--- config.mk ---
export PLATFORM = sky130hd
export DESIGN_NAME = ventilation_hysteresis_fan_control_flat
export DESIGN_NICKNAME = d
export VERILOG_FILES = /design/src/vhf_pkg.sv /design/src/vhf_in_if.sv /design/src/vhf_out_if.sv /design/src/vhf_cfg_regs.sv /design/src/vhf_in_reg.sv /design/src/vhf_core.sv /design/src/vhf_out_reg.sv /design/src/ventilation_hysteresis_fan_control.sv /design/src/flat_wrapper.sv
export SDC_FILE = /design/constraint.sdc
export NUM_CORES = 1
export LEC_CHECK = 0
export BUFFER_PORTS_ARGS = -buffer_cell sky130_fd_sc_hd__clkbuf_2
export CORE_MARGIN = 2
export CORE_UTILIZATION = 55
export CTS_CLUSTER_DIAMETER = 40
export DETAILED_ROUTE_END_ITERATION = 8
export PLACE_DENSITY_LB_ADDON = 0.3
export SLEW_MARGIN = 20
export SYNTH_ARGS = -nofsm -noshare
export SYNTH_HDL_FRONTEND = slang
export SYNTH_SLANG_ARGS = --single-unit
--- constraint.sdc ---
create_clock -name i_clk -period 12.7 [get_ports i_clk]
set_clock_uncertainty 0.05 [all_clocks]
set_input_delay 0.635 -clock i_clk [delete_from_list [all_inputs] [get_ports i_clk]]
set_output_delay 0.635 -clock i_clk [all_outputs]
set_load 0.005 [all_outputs]
--- src/vhf_pkg.sv ---
// Package for the ventilation hysteresis fan controller.
// Holds item and config types, field widths, codes and reset values.
// No dependencies.
package vhf_pkg;

    localparam int HUM_W      = 10;
    localparam int TEMP_W     = 12;
    localparam int HOUR_W     = 5;
    localparam int HUM_THR_W  = 7;
    localparam int TEMP_THR_W = 8;
    localparam int CFG_IDX_W  = 3;
    localparam int CFG_DATA_W = 8;

    // hysteresis bands in tenths
    localparam int HUM_HYST_TENTHS  = 20;
    localparam int TEMP_HYST_TENTHS = 5;

    localparam logic ACT_TICK = 1'b0;
    localparam logic ACT_TIME = 1'b1;

    localparam logic [CFG_IDX_W-1:0] CFG_HUM_THR     = 3'd0;
    localparam logic [CFG_IDX_W-1:0] CFG_TEMP_THR_1  = 3'd1;
    localparam logic [CFG_IDX_W-1:0] CFG_TEMP_THR_2  = 3'd2;
    localparam logic [CFG_IDX_W-1:0] CFG_START_HOUR  = 3'd3;
    localparam logic [CFG_IDX_W-1:0] CFG_FINISH_HOUR = 3'd4;

    localparam logic [1:0] SPEED_STOP = 2'd0;
    localparam logic [1:0] SPEED_SLOW = 2'd1;
    localparam logic [1:0] SPEED_FAST = 2'd2;

    localparam logic [1:0] LED_DARK   = 2'd0;
    localparam logic [1:0] LED_YELLOW = 2'd1;
    localparam logic [1:0] LED_GREEN  = 2'd2;
    localparam logic [1:0] LED_RED    = 2'd3;

    localparam logic [2:0] REASON_MOTION = 3'd0;
    localparam logic [2:0] REASON_HUM    = 3'd1;
    localparam logic [2:0] REASON_TEMP   = 3'd2;
    localparam logic [2:0] REASON_WORK   = 3'd3;
    localparam logic [2:0] REASON_OFF    = 3'd4;

    localparam logic        [HUM_THR_W-1:0]  HUM_THR_RST     = 7'd70;
    localparam logic signed [TEMP_THR_W-1:0] TEMP_THR_RST    = 8'sd25;
    localparam logic        [HOUR_W-1:0]     START_HOUR_RST  = 5'd7;
    localparam logic        [HOUR_W-1:0]     FINISH_HOUR_RST = 5'd22;

    typedef struct packed {
        logic                     action;
        logic                     motion_active;
        logic                     sensor_one_ok;
        logic        [HUM_W-1:0]  sensor_one_humidity;
        logic signed [TEMP_W-1:0] sensor_one_temp;
        logic                     sensor_two_ok;
        logic        [HUM_W-1:0]  sensor_two_humidity;
        logic signed [TEMP_W-1:0] sensor_two_temp;
        logic        [HOUR_W-1:0] hour_of_day;
    } t_in_item;

    typedef struct packed {
        logic [1:0] fan_speed;
        logic [1:0] led_color;
        logic [2:0] reason_code;
    } t_out_item;

    typedef struct packed {
        logic        [HUM_THR_W-1:0]  humidity_threshold;
        logic signed [TEMP_THR_W-1:0] temp_threshold_one;
        logic signed [TEMP_THR_W-1:0] temp_threshold_two;
        logic        [HOUR_W-1:0]     start_hour;
        logic        [HOUR_W-1:0]     finish_hour;
    } t_cfg;

    // status of the input stage toward the core and result register
    typedef struct packed {
        logic fire;  // held item is consumed this cycle
        logic tick;  // held item is an evaluation tick
    } t_s1_stat;

endpackage

--- src/vhf_in_if.sv ---
// Input channel of the fan controller: valid/ready handshake plus item.
// Depends on vhf_pkg.
interface vhf_in_if import vhf_pkg::*; ();
    logic     valid;
    logic     ready;
    t_in_item data;

    modport source (output valid, output data, input ready);
    modport sink   (input valid, input data, output ready);
endinterface

--- src/vhf_out_if.sv ---
// Result channel of the fan controller: valid/ready handshake plus item.
// Depends on vhf_pkg.
interface vhf_out_if import vhf_pkg::*; ();
    logic      valid;
    logic      ready;
    t_out_item data;

    modport source (output valid, output data, input ready);
    modport sink   (input valid, input data, output ready);
endinterface

--- src/vhf_cfg_regs.sv ---
// Configuration register file: decodes the write port into thresholds and hours.
// Depends on vhf_pkg.
module vhf_cfg_regs import vhf_pkg::*; (
    input  logic                  i_clk,
    input  logic                  i_rst_n,
    input  logic                  i_we,
    input  logic [CFG_IDX_W-1:0]  i_idx,
    input  logic [CFG_DATA_W-1:0] i_data,
    output t_cfg                  o_cfg
);

    t_cfg r_cfg;
    t_cfg n_cfg;

    always_comb begin
        n_cfg = r_cfg;
        if (i_we) begin
            unique case (i_idx)
                CFG_HUM_THR:     n_cfg.humidity_threshold = i_data[HUM_THR_W-1:0];
                CFG_TEMP_THR_1:  n_cfg.temp_threshold_one = i_data[TEMP_THR_W-1:0];
                CFG_TEMP_THR_2:  n_cfg.temp_threshold_two = i_data[TEMP_THR_W-1:0];
                CFG_START_HOUR:  n_cfg.start_hour         = i_data[HOUR_W-1:0];
                CFG_FINISH_HOUR: n_cfg.finish_hour        = i_data[HOUR_W-1:0];
                default:         n_cfg = r_cfg;
            endcase
        end
    end

    always_ff @(posedge i_clk) begin
        if (!i_rst_n) begin
            r_cfg.humidity_threshold <= HUM_THR_RST;
            r_cfg.temp_threshold_one <= TEMP_THR_RST;
            r_cfg.temp_threshold_two <= TEMP_THR_RST;
            r_cfg.start_hour         <= START_HOUR_RST;
            r_cfg.finish_hour        <= FINISH_HOUR_RST;
        end else begin
            r_cfg <= n_cfg;
        end
    end

    assign o_cfg = r_cfg;

endmodule

--- src/vhf_in_reg.sv ---
// Input register stage: holds one item and decides when it moves on.
// Depends on vhf_pkg.
module vhf_in_reg import vhf_pkg::*; (
    input  logic     i_clk,
    input  logic     i_rst_n,
    input  logic     i_valid,
    input  t_in_item i_data,
    output logic     o_ready,
    input  logic     i_out_free,
    output t_s1_stat o_stat,
    output t_in_item o_item
);

    logic     r_valid;
    t_in_item r_item;
    logic     s1_fire;
    logic     s1_tick;

    assign s1_tick = r_item.action == ACT_TICK;
    // a time update never needs the result register
    assign s1_fire = r_valid && (!s1_tick || i_out_free);
    assign o_ready = !r_valid || s1_fire;

    always_ff @(posedge i_clk) begin
        if (!i_rst_n) begin
            r_valid <= 1'b0;
        end else if (o_ready) begin
            r_valid <= i_valid;
        end
    end

    always_ff @(posedge i_clk) begin
        if (o_ready && i_valid) begin
            r_item <= i_data;
        end
    end

    assign o_stat.fire = s1_fire;
    assign o_stat.tick = s1_tick;
    assign o_item      = r_item;

endmodule

--- src/vhf_core.sv ---
// Decision core: hysteresis flags, working-hours flag and priority mode select.
// Depends on vhf_pkg.
module vhf_core import vhf_pkg::*; (
    input  logic      i_clk,
    input  logic      i_rst_n,
    input  t_s1_stat  i_stat,
    input  t_in_item  i_item,
    input  t_cfg      i_cfg,
    output t_out_item o_result
);

    logic r_hum_one, r_hum_two, r_temp_one, r_temp_two, r_work;
    logic n_hum_one, n_hum_two, n_temp_one, n_temp_two, n_work;

    // readings and thresholds in tenths, compared without going negative
    function automatic logic hum_hyst(input logic flag, input logic ok,
                                      input logic [HUM_W-1:0] value,
                                      input logic [HUM_THR_W-1:0] thr);
        logic [11:0] v;
        logic [11:0] c;
        logic [11:0] band;
        v    = 12'(value);
        c    = 12'(thr) * 12'd10;
        band = 12'(HUM_HYST_TENTHS);
        if (!ok) begin
            return 1'b0;
        end else if (flag) begin
            return !((v + band) < c);
        end else begin
            return v > (c + band);
        end
    endfunction

    function automatic logic temp_hyst(input logic flag, input logic ok,
                                       input logic signed [TEMP_W-1:0] value,
                                       input logic signed [TEMP_THR_W-1:0] thr);
        logic signed [13:0] v;
        logic signed [13:0] c;
        logic signed [13:0] band;
        v    = 14'(value);
        c    = 14'(thr) * 14'sd10;
        band = 14'(TEMP_HYST_TENTHS);
        if (!ok) begin
            return 1'b0;
        end else if (flag) begin
            return !(v < (c - band));
        end else begin
            return v > (c + band);
        end
    endfunction

    always_comb begin
        n_hum_one  = r_hum_one;
        n_hum_two  = r_hum_two;
        n_temp_one = r_temp_one;
        n_temp_two = r_temp_two;
        n_work     = r_work;
        if (i_stat.fire) begin
            if (i_stat.tick) begin
                // motion wins outright and leaves every flag alone
                if (!i_item.motion_active) begin
                    n_hum_one = hum_hyst(r_hum_one, i_item.sensor_one_ok,
                                         i_item.sensor_one_humidity,
                                         i_cfg.humidity_threshold);
                    n_hum_two = hum_hyst(r_hum_two, i_item.sensor_two_ok,
                                         i_item.sensor_two_humidity,
                                         i_cfg.humidity_threshold);
                    if (!(n_hum_one || n_hum_two)) begin
                        n_temp_one = temp_hyst(r_temp_one, i_item.sensor_one_ok,
                                               i_item.sensor_one_temp,
                                               i_cfg.temp_threshold_one);
                        n_temp_two = temp_hyst(r_temp_two, i_item.sensor_two_ok,
                                               i_item.sensor_two_temp,
                                               i_cfg.temp_threshold_two);
                    end
                end
            end else begin
                n_work = (i_cfg.start_hour <= i_item.hour_of_day) &&
                         (i_item.hour_of_day <= i_cfg.finish_hour);
            end
        end
    end

    always_comb begin
        if (i_item.motion_active) begin
            o_result = '{fan_speed: SPEED_FAST, led_color: LED_YELLOW,
                         reason_code: REASON_MOTION};
        end else if (n_hum_one || n_hum_two) begin
            o_result = '{fan_speed: SPEED_FAST, led_color: LED_GREEN,
                         reason_code: REASON_HUM};
        end else if (n_temp_one || n_temp_two) begin
            o_result = '{fan_speed: SPEED_FAST, led_color: LED_RED,
                         reason_code: REASON_TEMP};
        end else if (r_work) begin
            o_result = '{fan_speed: SPEED_SLOW, led_color: LED_DARK,
                         reason_code: REASON_WORK};
        end else begin
            o_result = '{fan_speed: SPEED_STOP, led_color: LED_DARK,
                         reason_code: REASON_OFF};
        end
    end

    always_ff @(posedge i_clk) begin
        if (!i_rst_n) begin
            r_hum_one  <= 1'b0;
            r_hum_two  <= 1'b0;
            r_temp_one <= 1'b0;
            r_temp_two <= 1'b0;
            r_work     <= 1'b1;
        end else begin
            r_hum_one  <= n_hum_one;
            r_hum_two  <= n_hum_two;
            r_temp_one <= n_temp_one;
            r_temp_two <= n_temp_two;
            r_work     <= n_work;
        end
    end

endmodule

--- src/vhf_out_reg.sv ---
// Result register: holds one result item until the sink takes it.
// Depends on vhf_pkg.
module vhf_out_reg import vhf_pkg::*; (
    input  logic      i_clk,
    input  logic      i_rst_n,
    input  logic      i_load,
    input  t_out_item i_result,
    input  logic      i_ready,
    output logic      o_free,
    output logic      o_valid,
    output t_out_item o_data
);

    logic      r_valid;
    t_out_item r_data;

    assign o_free = !r_valid || i_ready;

    always_ff @(posedge i_clk) begin
        if (!i_rst_n) begin
            r_valid <= 1'b0;
        end else if (i_load) begin
            r_valid <= 1'b1;
        end else if (i_ready) begin
            r_valid <= 1'b0;
        end
    end

    always_ff @(posedge i_clk) begin
        if (i_load) begin
            r_data <= i_result;
        end
    end

    assign o_valid = r_valid;
    assign o_data  = r_data;

endmodule

--- src/ventilation_hysteresis_fan_control.sv ---
// A tick's result passes the input register, then the result register; a time
// update is absorbed and gives no result. Throughput: one item per cycle, but
// a stalled result holds a tick in the input register.
// Reset (synchronous, active low) clears both stages, all high flags, sets the
// working-hours flag and loads the default thresholds and hours.
// Depends on vhf_pkg, vhf_in_if, vhf_out_if and the vhf_* submodules.
module ventilation_hysteresis_fan_control import vhf_pkg::*; (
    input  logic                  i_clk,
    input  logic                  i_rst_n,
    vhf_in_if.sink                i_in,
    vhf_out_if.source             o_out,
    input  logic                  i_cfg_we,
    input  logic [CFG_IDX_W-1:0]  i_cfg_idx,
    input  logic [CFG_DATA_W-1:0] i_cfg_data
);

    t_cfg      cfg;
    t_s1_stat  s1_stat;
    t_in_item  s1_item;
    t_out_item core_result;
    logic      out_free;

    vhf_cfg_regs u_cfg (
        .i_clk  (i_clk),
        .i_rst_n(i_rst_n),
        .i_we   (i_cfg_we),
        .i_idx  (i_cfg_idx),
        .i_data (i_cfg_data),
        .o_cfg  (cfg)
    );

    vhf_in_reg u_in (
        .i_clk     (i_clk),
        .i_rst_n   (i_rst_n),
        .i_valid   (i_in.valid),
        .i_data    (i_in.data),
        .o_ready   (i_in.ready),
        .i_out_free(out_free),
        .o_stat    (s1_stat),
        .o_item    (s1_item)
    );

    vhf_core u_core (
        .i_clk   (i_clk),
        .i_rst_n (i_rst_n),
        .i_stat  (s1_stat),
        .i_item  (s1_item),
        .i_cfg   (cfg),
        .o_result(core_result)
    );

    vhf_out_reg u_out (
        .i_clk   (i_clk),
        .i_rst_n (i_rst_n),
        .i_load  (s1_stat.fire && s1_stat.tick),
        .i_result(core_result),
        .i_ready (o_out.ready),
        .o_free  (out_free),
        .o_valid (o_out.valid),
        .o_data  (o_out.data)
    );

endmodule

--- src/flat_wrapper.sv ---
// flat-port wrapper written by rule: the top's interface ports become plain ports
module ventilation_hysteresis_fan_control_flat import vhf_pkg::*;
  (i_clk, i_rst_n, i_cfg_we, i_cfg_idx, i_cfg_data, i_in_valid, i_in_data, i_in_ready, o_out_valid, o_out_data, o_out_ready);
  vhf_in_if i_in_i ();
  vhf_out_if o_out_i ();
  input  logic i_clk;
  input  logic i_rst_n;
  input  logic i_cfg_we;
  input  logic [CFG_IDX_W-1:0] i_cfg_idx;
  input  logic [CFG_DATA_W-1:0] i_cfg_data;
  input wire logic [$bits(i_in_i.valid)-1:0] i_in_valid;
  input wire logic [$bits(i_in_i.data)-1:0] i_in_data;
  output wire logic [$bits(i_in_i.ready)-1:0] i_in_ready;
  output wire logic [$bits(o_out_i.valid)-1:0] o_out_valid;
  output wire logic [$bits(o_out_i.data)-1:0] o_out_data;
  input wire logic [$bits(o_out_i.ready)-1:0] o_out_ready;
  assign i_in_i.valid = i_in_valid;
  assign i_in_i.data = i_in_data;
  assign i_in_ready = i_in_i.ready;
  assign o_out_valid = o_out_i.valid;
  assign o_out_data = o_out_i.data;
  assign o_out_i.ready = o_out_ready;
  ventilation_hysteresis_fan_control u_core (.i_clk(i_clk), .i_rst_n(i_rst_n), .i_in(i_in_i), .o_out(o_out_i), .i_cfg_we(i_cfg_we), .i_cfg_idx(i_cfg_idx), .i_cfg_data(i_cfg_data));
endmodule
* Word-level counts from Yosys, hierarchy flattened
Index checks and enable logic that the tools add are counted.
** Cells by class
- Reductions and logical operators :: 26
- Magnitude comparators :: 10
- Equality and inequality tests :: 4
- Multiply operators :: 3
- Muxes and demuxes :: 33
- Add/subtract/negate cells :: 7
- Bitwise gates (word level) :: 1
** Operator list (count)
- $mux W1 :: 30
- $add A13 B4 Y14 const B :: 2
- $gt A12 B14 Y1 :: 2
- $lt A12 B14 Y1 :: 2
- $sub A13 B4 Y14 const B :: 2
- $gt A10 B12 Y1 :: 2
- $mul A8 B4 Y12 const B :: 2
- $add A10 B5 Y11 const B :: 2
- $lt A11 B11 Y1 :: 2
- $add A11 B5 Y12 const B :: 1
- $reduce_and A2 Y1 :: 6
- $le A5 B5 Y1 :: 2
- $mul A7 B3 Y10 const B :: 1
- $mux W5 :: 2
- $eq A3 B2 Y1 const B :: 2
- $logic_not A1 Y1 :: 6
- $logic_or A1 B1 Y1 :: 6
- $mux W6 :: 1
- $logic_and A1 B1 Y1 :: 4
- $eq A3 B1 Y1 const B :: 1
- $eq A3 B3 Y1 const B :: 1
- $logic_not A3 Y1 :: 1
- $reduce_or A3 Y1 :: 1
- $reduce_bool A2 Y1 :: 1
- other kinds (2) :: 2
** Storage, ports and cells
- Bits of input ports :: 69
- Flip-flop bits (word level) :: 100
- Logic and storage cells :: 110
- Output and inout port bits :: 9

* Longest topological paths before layout
Gate-level depths: netlist of the first run.
- Depth in word-level cells :: 16
- Gate-level depth with buffers :: 21
- Gate-level depth less buffers :: 21

* Modules after synthesis
From an unflattened synthesis of the first run, not the netlist that was laid out.
** Second synthesis, totals
- Cells, all modules :: 792
- Area total of the unflattened synthesis :: 7908.8 um^2
** By module, submodules not included
- vhf_core :: instances 1, cells an instance 586, area an instance 4636.9 um^2, sequential area each 100.1 um^2
- vhf_in_reg :: instances 1, cells an instance 64, area an instance 1671.6 um^2, sequential area each 1611.5 um^2
- vhf_cfg_regs :: instances 1, cells an instance 130, area an instance 1335.0 um^2, sequential area each 660.6 um^2
- vhf_out_reg :: instances 1, cells an instance 11, area an instance 259.0 um^2, sequential area each 230.2 um^2
- ventilation_hysteresis_fan_control :: instances 1, cells an instance 1, area an instance 6.3 um^2, sequential area each 0.0 um^2

* Worst setup path before layout of the first run
No wires, ideal clock.
- Path kind :: register to register
- Start :: register u_core.u_cfg.r_cfg (netlist bit u_core.u_cfg.o_cfg[19])
- End :: register u_core.u_out.r_data (netlist bit u_core.u_out.o_data[3]) (data pin)
- Path slack :: 8.078 ns
- Period minus slack after synthesis :: 4.622 ns
- Stages on the path, launching flop included :: 21
- Arrival time :: 4.303 ns
- Path buffers :: 0
- Required time :: 12.381 ns
- Cell sequence :: dfxtp_1 ha_1 ha_1 inv_1 fa_1 xor2_1 nand3_1 or2_0 or2_0 or2_1 nor3_2 xor2_1 ha_1 a21o_1 a211oi_1 nand3b_1 o311a_1 o32ai_1 o2111ai_1 o31ai_4 o21ai_0
** On the way
- Longest elaborated chain between the ends :: 13
- Elaborated cells between the ends (all ways) :: 15
- Those cells by class :: add/sub: 2; mul: 1; order compare: 2; mux: 8; reduce/logical: 2
** RTL lines
- start, declared :: line vhf_cfg_regs.sv:12 : t_cfg r_cfg;
- start signal, assigned :: line vhf_cfg_regs.sv:37 : r_cfg <= n_cfg;
- $mul A8 B4 Y12 * :: line vhf_core.sv:41 : c = 14'(thr) * 14'sd10;
- $sub A13 B4 Y14 :: line vhf_core.sv:46 : return !(v < (c - band));
- $lt A12 B14 Y1 :: line vhf_core.sv:46
- $logic_not A1 Y1 :: line vhf_core.sv:46
- $mux W1 * :: line vhf_core.sv:45 : end else if (flag) begin
- $mux W1 * :: line vhf_core.sv:43 : if (!ok) begin
- $mux W1 * :: line vhf_core.sv:68 : if (!(n_hum_one || n_hum_two)) begin
- $mux W1 * :: line vhf_core.sv:61 : if (!i_item.motion_active) begin
- $mux W1 * :: line vhf_core.sv:59 : if (i_stat.tick) begin
- $mux W1 * :: line vhf_core.sv:58 : if (i_stat.fire) begin
- $logic_or A1 B1 Y1 * :: line vhf_core.sv:91 : end else if (n_temp_one || n_temp_two) begin
- $mux W5 * :: line vhf_core.sv:91
- $mux W5 * :: line vhf_core.sv:88 : end else if (n_hum_one || n_hum_two) begin
- end signal, assigned :: line vhf_out_reg.sv:31 : r_data <= i_result;
- end, declared :: line vhf_out_reg.sv:15 : t_out_item r_data;
Mark *: on every way between the ends. The rest lies on a longest branch, timed or not.
A chain may end at the register's enable or synchronous reset.

* Worst setup path after layout of the first run
Ends and elaborated chain as after synthesis.

==> results.txt, run 1 <==
status = complete, no violations
CP Capture Type = flop
share of synthesized cell area in full adder, half adder and majority cells = 24.17%
DR pass1 iterations = 5
CTS clk-pin slew, worst paths = 0.08 ns
H-tree depth = 3
launching point of the worst reg2reg path = u_core.u_cfg.o_cfg[19]$_SDFFE_PN0P_
Post-route DRC = 0
VDD IR max = 0.08443 mV
crit path DAT = 5.25 ns
RSZ-0062 raised after global routing = no
r2r setup slk = 7.50 ns
largest net degree at the start of global routing = 54
TritonCTS clock tree = yes
Leakage Power = 3.915 nW
starting DRC count in detailed routing = 352
Synth Area in Compound Gates = 14.67%
final setup margin = 7.496 ns
power density cells = 95.47 nW/µm²
grt total ovfl = 0
Max-Cap Viols = 0
CP required = 12.75 ns
core area = 13,720 µm²
die area = 14,870 µm²
Synth Flop Type = edfxtp_1
Worst Hold Path Cells = 1
Fin Setup TNS = 0 ns
Synth warnings = 0
minimum clock period after layout = 5.204 ns
Avg WL per Cell = 15.42 µm
Worst path max stage delay = 0.41 ns
Post CTS Setup Buffer Count = 0
Slew Viols, Final = 0
syn_nets = 1,006
Total GRT Usage = 22.78%
Syn Inst Count = 791
Post-Synthesis Mean Instance Area = 9.674 µm²
Final #Nets = 1,085
IO buf count = 77
gpl congestion = 0.8919
HP Class = primary input to flop
Final period util = 40.98%
# fillers = 1,204
via count = 5,923
worst hold endpoint = u_core.u_in.o_item[25]$_DFFE_PP_
worst reg-to-reg path cell count = 20
slew of the pin with the lowest slew margin = 0.9878 ns
largest area contributor in the netlist = edfxtp_1
CTS Hold Bufs = 0
DP Wirelength = 12.81 mm
cell area after synthesis = 7652 µm²
Post-synth EDFFs = 60
most frequent cells in the layout = 143 x ha_1, 90 x nand2_1, 77 x clkbuf_2
starting density of the core = 55.78%
initial antenna violation count = 0
Die Span Y = 122.0 µm
Layout Cells excl Fill = 1,055
reg2reg end = u_core.u_out.o_data[3]$_SDFFCE_PP1P_
Inst Count DP = 1,039
ys async rst share = 0%
clock latency on the worst-skew pair = 0.36 ns
Ports = 78
Seq cells post-synth = 100
setup violators final = 0
Root Driver = clkbuf_16
first-pass GRT wire length = 26.63 mm
post-synth cell types = 65
final hold vios = 0
multiplexer area fraction after synthesis = 1.308%
# rows = 43
largest family of logic cells by synthesized area = adder cells
clk sinks = 100
hold_sp = i_in_data[25]
crit-path cells = ha_1, ha_1, inv_1, fa_1, xor2_1, nand3_1, or2_0, or2_0, or2_1, nor3_2, xor2_1, ha_1, a21o_1, a211oi_1, nand3b_1, o311a_1, o32ai_1, o2111ai_1, o31ai_4, o21ai_0
Die X = 122.0 µm
Layout area overhead = 11.56%
CTS Buf Count = 9
post-route ant nets = 0
Worst path most repeated cell = ha_1
CP Max Fanout = 9
Highest Clock Rate = 192.2 MHz
Synth top area share = 23.54%
post-cts resize count = 0
most common cell after layout, fill and taps aside = ha_1
top cells by area, synth = edfxtp_1 24%, ha_1 23%, dfxtp_1 10%, xnor2_1 5.0%, nand2_1 4.4%
pre-CTS setup slack = 7.578 ns
CTS max path bufs = 2
Critical-path top delay cell = dfxtp_1
number of global-route vias before repair = 5,653
startpoint types = flop
register area share after synthesis = 34.01%
wirelength, routed = 16.27 mm
layout cells sized above 1 = 12.69%
antenna diode count = 0
Tot Pwr = 815.0 µW
Slew headroom = 34.01%
simple-gate share of the synthesized area = 14.88%
crit path kind = flop to flop
xor and xnor area share after synthesis = 7.881%
vias per cell = 5.614
[report_power, final]
part	internal [mW]	switching, mW
Sequential	0.360	0.0132
Clock	0.144	0.134
Combinational	0.0718	0.0922
[cell usage after synthesis (all sizes together) (5+ instances only)]
cell type  instances
o21bai             7
nand3             23
xor2              24
a31oi              6
o21ai             33
or2                9
edfxtp            60
a21oi             60
dfxtp             40
inv               53
nor2              44
clkbuf            10
ha               143
a21o              10
o21a               7
nand2b            10
o2111ai            5
a211oi             9
nand2             90
nor3               8
nor2b             13
mux2i             10
nand4             12
xnor2             44
[routing by layer]
| metal | vias up | global-route usage, % | share of wire (%) |
|---|---|---|---|
| li1 | 3036 | - | - |
| met3 | 18 | 3.699 | 3.2 |
| met1 | 2751 | 29.14 | 46 |
| met2 | 118 | 39.70 | 50 |
| met5 | - | 0 | 0 |
| met4 | 0 | 6.609 | 1.5 |
[cell families after synthesis]
logic type,count (synthesis)
flip-flops,100
AND/OR/NAND/NOR,235
AO/OA/AOI/OAI,169
XOR/XNOR,68
adder cells (fa/ha/maj),146
multiplexers,10
buffers and inverters,63
[registers in the layout, summed over array words and instances, names as in the netlist]
register / cells
u_core.u_core.r_temp_one: 1
u_core.u_core.r_work: 1
u_core.u_out.o_valid: 1
u_core.u_core.r_hum_one: 1
u_core.u_cfg.o_cfg: 33
u_core.u_in.r_valid: 1
u_core.u_in.o_item: 53
u_core.u_core.r_temp_two: 1
u_core.u_core.r_hum_two: 1
u_core.u_out.o_data: 7
[critical path, delay by kind of cell (launching register included)]
kind | cells | cell delay, ns
AOI/OAI and AO/OA | 7 | 1.57
adders and majority gates | 4 | 1.16
xor gates and xnor gates | 2 | 0.57
and+or+nand+nor | 6 | 1.15
DFF | 1 | 0.41
buffers and inverters | 1 | 0.06
[how the worst max path moves through the flow]
stage                                        startpoint                              endpoint  slack (ns)  cells past startpoint
CTS                 u_core.u_cfg.o_cfg[19]$_SDFFE_PN0P_  u_core.u_out.o_data[3]$_SDFFCE_PP1P_        7.53                     20
detailed placement  u_core.u_cfg.o_cfg[19]$_SDFFE_PN0P_  u_core.u_out.o_data[3]$_SDFFCE_PP1P_        7.58                     20
floorplan           u_core.u_cfg.o_cfg[19]$_SDFFE_PN0P_  u_core.u_out.o_data[3]$_SDFFCE_PP1P_        8.08                     20
global placement    u_core.u_cfg.o_cfg[19]$_SDFFE_PN0P_  u_core.u_out.o_data[3]$_SDFFCE_PP1P_        7.77                     20
finish              u_core.u_cfg.o_cfg[19]$_SDFFE_PN0P_  u_core.u_out.o_data[3]$_SDFFCE_PP1P_        7.50                     20
global route        u_core.u_cfg.o_cfg[19]$_SDFFE_PN0P_  u_core.u_out.o_data[3]$_SDFFCE_PP1P_        7.17                     20
[per-stage QoR]
step,utilization [%],hold WS (ns),area (µm²)
after global routing,62.23,0.3865,8537
after CTS,62.23,0.3881,8537
after detailed placement,60.06,0.4145,8240
after floorplan,-,0.3946,7652
after global placement,60.06,0.4095,8240
final,62.23,0.3902,8537
[layout make-up]
class / count / area [µm²] / share of cell area, %
Sequential cell: 100 / 2603 / 30.49
Multi-Input combinational cell: 628 / 4821 / 56.47
Timing Repair Buffer: 78 / 392.9 / 4.602
Clock buffer: 11 / 242.7 / 2.843
Clock inverter: 5 / 53.80 / 0.6302
Tap cell: 180 / 225.2 / 2.638
Inverter: 53 / 198.9 / 2.330
Power figures use the tool's default switching activity.
==> run 2: changes to the inputs <==
clock period = 4.65 ns   (was 12.7 ns; I/O delays follow)
==> run 2 against run 1 <==
  * Setup slack worse by 7.4 ns
  * First-iteration DRC count is 14% lower
  * Sequential power rose to 2.7 times the previous value
  * Maximum frequency increased by 13%
  * Wire length is 7.7% higher
  * Power grew to 2.9 times the previous value
  * Worst hold slack got worse by 0.38 ns
  * Core utilization increased by 7.5 points
  * Clock power grew to 2.8 times the previous value
  * Die area did not move
  * Combinational power rose to 3.3 times the previous value
  * Critical path type unchanged
==> results.txt, run 2 (same netlist as run 1, synthesis figures left out) <==
Die Span Y = 122.0 µm (unchanged)
Layout Utilization = 69.68% (was 62.23%)
Clock Power Share = 33.6% (was 34.1%)
switch share = 29.36% (was 29.40%)
crit path kind = flop to flop (unchanged)
clk sinks = 100 (unchanged)
Slew headroom = 53.59% (was 34.01%)
DR pass1 iterations = 4 (was 5)
Seq pwr share = 43.5% (was 45.8%)
starting density of the core = 55.78% (unchanged)
number of global-route vias before repair = 6,132 (was 5,653)
minimum clock period after layout = 4.595 ns (was 5.204 ns)
Layout area overhead = 24.92% (was 11.56%)
max FFs per register = 53 (unchanged)
Tot Pwr = 2.338 mW (was 815.0 µW)
most common cell after layout, fill and taps aside = ha_1 (unchanged)
Root Driver = clkbuf_16 (unchanged)
HP Class = primary input to flop (unchanged)
CP Max Fanout = 7 (was 9)
layout cells sized above 1 = 18.94% (was 12.69%)
H-tree depth = 3 (unchanged)
setup violators final = 0 (unchanged)
power density cells = 244.5 nW/µm² (was 95.47 nW/µm²)
Post-route DRC = 0 (unchanged)
Total GRT Usage = 24.22% (was 22.78%)
startpoint types = flop (unchanged)
most frequent cells in the layout = 139 x ha_1, 90 x nand2_1, 77 x clkbuf_2 (was 143 x ha_1, 90 x nand2_1, 77 x clkbuf_2)
IO buf count = 77 (unchanged)
CTS Buf Count = 9 (unchanged)
Ports = 78 (unchanged)
Final #Nets = 1,176 (was 1,085)
Fin Setup TNS = 0 ns (unchanged)
core area = 13,720 µm² (unchanged)
DP Wirelength = 13.03 mm (was 12.81 mm)
slew of the pin with the lowest slew margin = 0.6961 ns (was 0.9878 ns)
Worst path max stage delay = 0.38 ns (was 0.41 ns)
RSZ-0062 raised after global routing = yes (was no)
# fillers = 1,048 (was 1,204)
CP required = 4.69 ns (was 12.75 ns)
first-pass GRT wire length = 28.39 mm (was 26.63 mm)
Leakage Power = 4.367 nW (was 3.915 nW)
final hold vios = 0 (unchanged)
Psw = 686.4 µW (was 239.6 µW)
Critical-path top delay cell = fa_2 (was dfxtp_1)
grt total ovfl = 0 (unchanged)
largest net degree at the start of global routing = 54 (unchanged)
pre-CTS setup slack = -0.1242 ns (was 7.578 ns)
initial antenna violation count = 0 (unchanged)
clock latency on the worst-skew pair = 0.36 ns (about the same)
Final period util = 98.81% (was 40.98%)
status = complete, no violations (unchanged)
gpl congestion = 0.8851 (was 0.8919)
starting DRC count in detailed routing = 304 (was 352)
CTS max path bufs = 2 (unchanged)
CTS clk-pin slew, worst paths = 0.08 ns (about the same)
crit path DAT = 4.64 ns (was 5.25 ns)
Internal = 1.651 mW (was 575.4 µW)
TritonCTS clock tree = yes (unchanged)
Slew Viols, Final = 0 (unchanged)
Max-Cap Viols = 0 (unchanged)
post-route ant nets = 0 (unchanged)
wirelength, routed = 17.53 mm (was 16.27 mm)
Gate power share = 22.9% (was 20.1%)
Avg WL per Cell = 15.29 µm (was 15.42 µm)
VDD IR max = 0.2327 mV (was 0.08443 mV)
via count = 6,315 (was 5,923)
Highest Clock Rate = 217.6 MHz (was 192.2 MHz)
antenna diode count = 0 (unchanged)
vias per cell = 5.510 (was 5.614)
final setup margin = 0.05512 ns (was 7.496 ns)
crit-path cells = ha_4, ha_4, inv_2, fa_2, xor2_2, nand3_2, or2_1, or2_1, or2_4, nor3_4, xor2_1, ha_1, a21o_1, a211oi_2, nand3b_1, o311a_1, o32ai_2, o2111ai_2, o31ai_4, a21oi_1 (was ha_1, ha_1, inv_1, fa_1, xor2_1, nand3_1, or2_0, or2_0, or2_1, nor3_2, xor2_1, ha_1, a21o_1, a211oi_1, nand3b_1, o311a_1, o32ai_1, o2111ai_1, o31ai_4, o21ai_0)
CP Capture Type = flop (unchanged)
die area = 14,870 µm² (unchanged)
Die X = 122.0 µm (unchanged)
# rows = 43 (unchanged)
-- run 2: cell types whose count changed in the layout (fill, tap and decap cells not counted), moves of 3 or more --
| cell | delta |
|---|---|
| ha_4 | +3 |
| xnor2_2 | +3 |
| xnor2_1 | -3 |
| a21oi_2 | +4 |
| a21oi_1 | -5 |
| dlygate4sd3_1 | +51 |
| ha_1 | -4 |
| buf_4 | +40 |
-- run 2: worst paths after layout --
path                                                     startpoint                              endpoint  slack, ns  cells after the start
worst max-delay path            u_core.u_cfg.o_cfg[21]$_SDFFE_PN1P_  u_core.u_out.o_data[1]$_SDFFCE_PP0P_       0.06                     20
worst min-delay path                                  i_in_data[51]      u_core.u_in.o_item[51]$_DFFE_PP_       0.01                      1
worst max register to register  u_core.u_cfg.o_cfg[21]$_SDFFE_PN1P_  u_core.u_out.o_data[1]$_SDFFCE_PP0P_       0.06                     20
worst min register to register   u_core.u_cfg.o_cfg[5]$_SDFFE_PN1P_    u_core.u_cfg.o_cfg[5]$_SDFFE_PN1P_       0.43                      2
-- run 2: layout make-up --
class,instances,area [µm²],share of cell area (%)
Sequential cell,100,2608,27.28
Timing Repair Buffer,169,1204,12.59
Multi-Input combinational cell,628,5010,52.41
Clock buffer,10,250.2,2.618
Inverter,53,198.9,2.081
Tap cell,180,225.2,2.356
Clock inverter,6,63.81,0.6675
-- run 2: per-layer routing --
| metal | GRT usage [%] | vias to the layer above | share of wire [%] |
|---|---|---|---|
| li1 | - | 3215 | - |
| met1 | 29.44 | 2957 | 44 |
| met3 | 4.448 | 31 | 3.2 |
| met4 | 8.190 | 0 | 2.3 |
| met2 | 43.05 | 112 | 50 |
| met5 | 0 | - | 0 |
-- run 2: power by group through the flow --
stage          registers, mW  clock network (mW)  logic, mW
6_report                1.02               0.786      0.535
3_5_place_dp            1.04                   0      0.470
5_1_grt                 1.02               0.830      0.600
2_1_floorplan           1.03                   0      0.319
3_3_place_gp            1.03                   0      0.457
4_1_cts                 1.02               0.800      0.513
-- run 2: per-stage QoR --
stage	instances	area, µm²	hold slack, ns
detailed placement	1072	8488	0.3611
floorplan	791	7652	0.2814
finish	1146	9559	0.01347
CTS	1140	9346	0.005716
global placement	1072	8488	0.3590
global route	1146	9559	0.001387
-- run 2: repair_timing --
item | in CTS | in global routing
hold buffers | 51 | 0
resized for setup | 6 | 36
setup endpoints to repair | 7 | 8
pin swaps | 6 | 25
gates cloned | 0 | 0
endpoints found under the hold margin | 51 | 0
setup buffers | 1 | 6
-- run 2: critical path: cells and delay by family, from the launching register on --
| family | cells | cell delay, ns |
|---|---|---|
| compound gates | 7 | 1.40 |
| xor+xnor | 2 | 0.34 |
| fa+ha+maj | 4 | 1.03 |
| buf+inv | 1 | 0.04 |
| flops | 1 | 0.37 |
| simple gates | 6 | 1.10 |
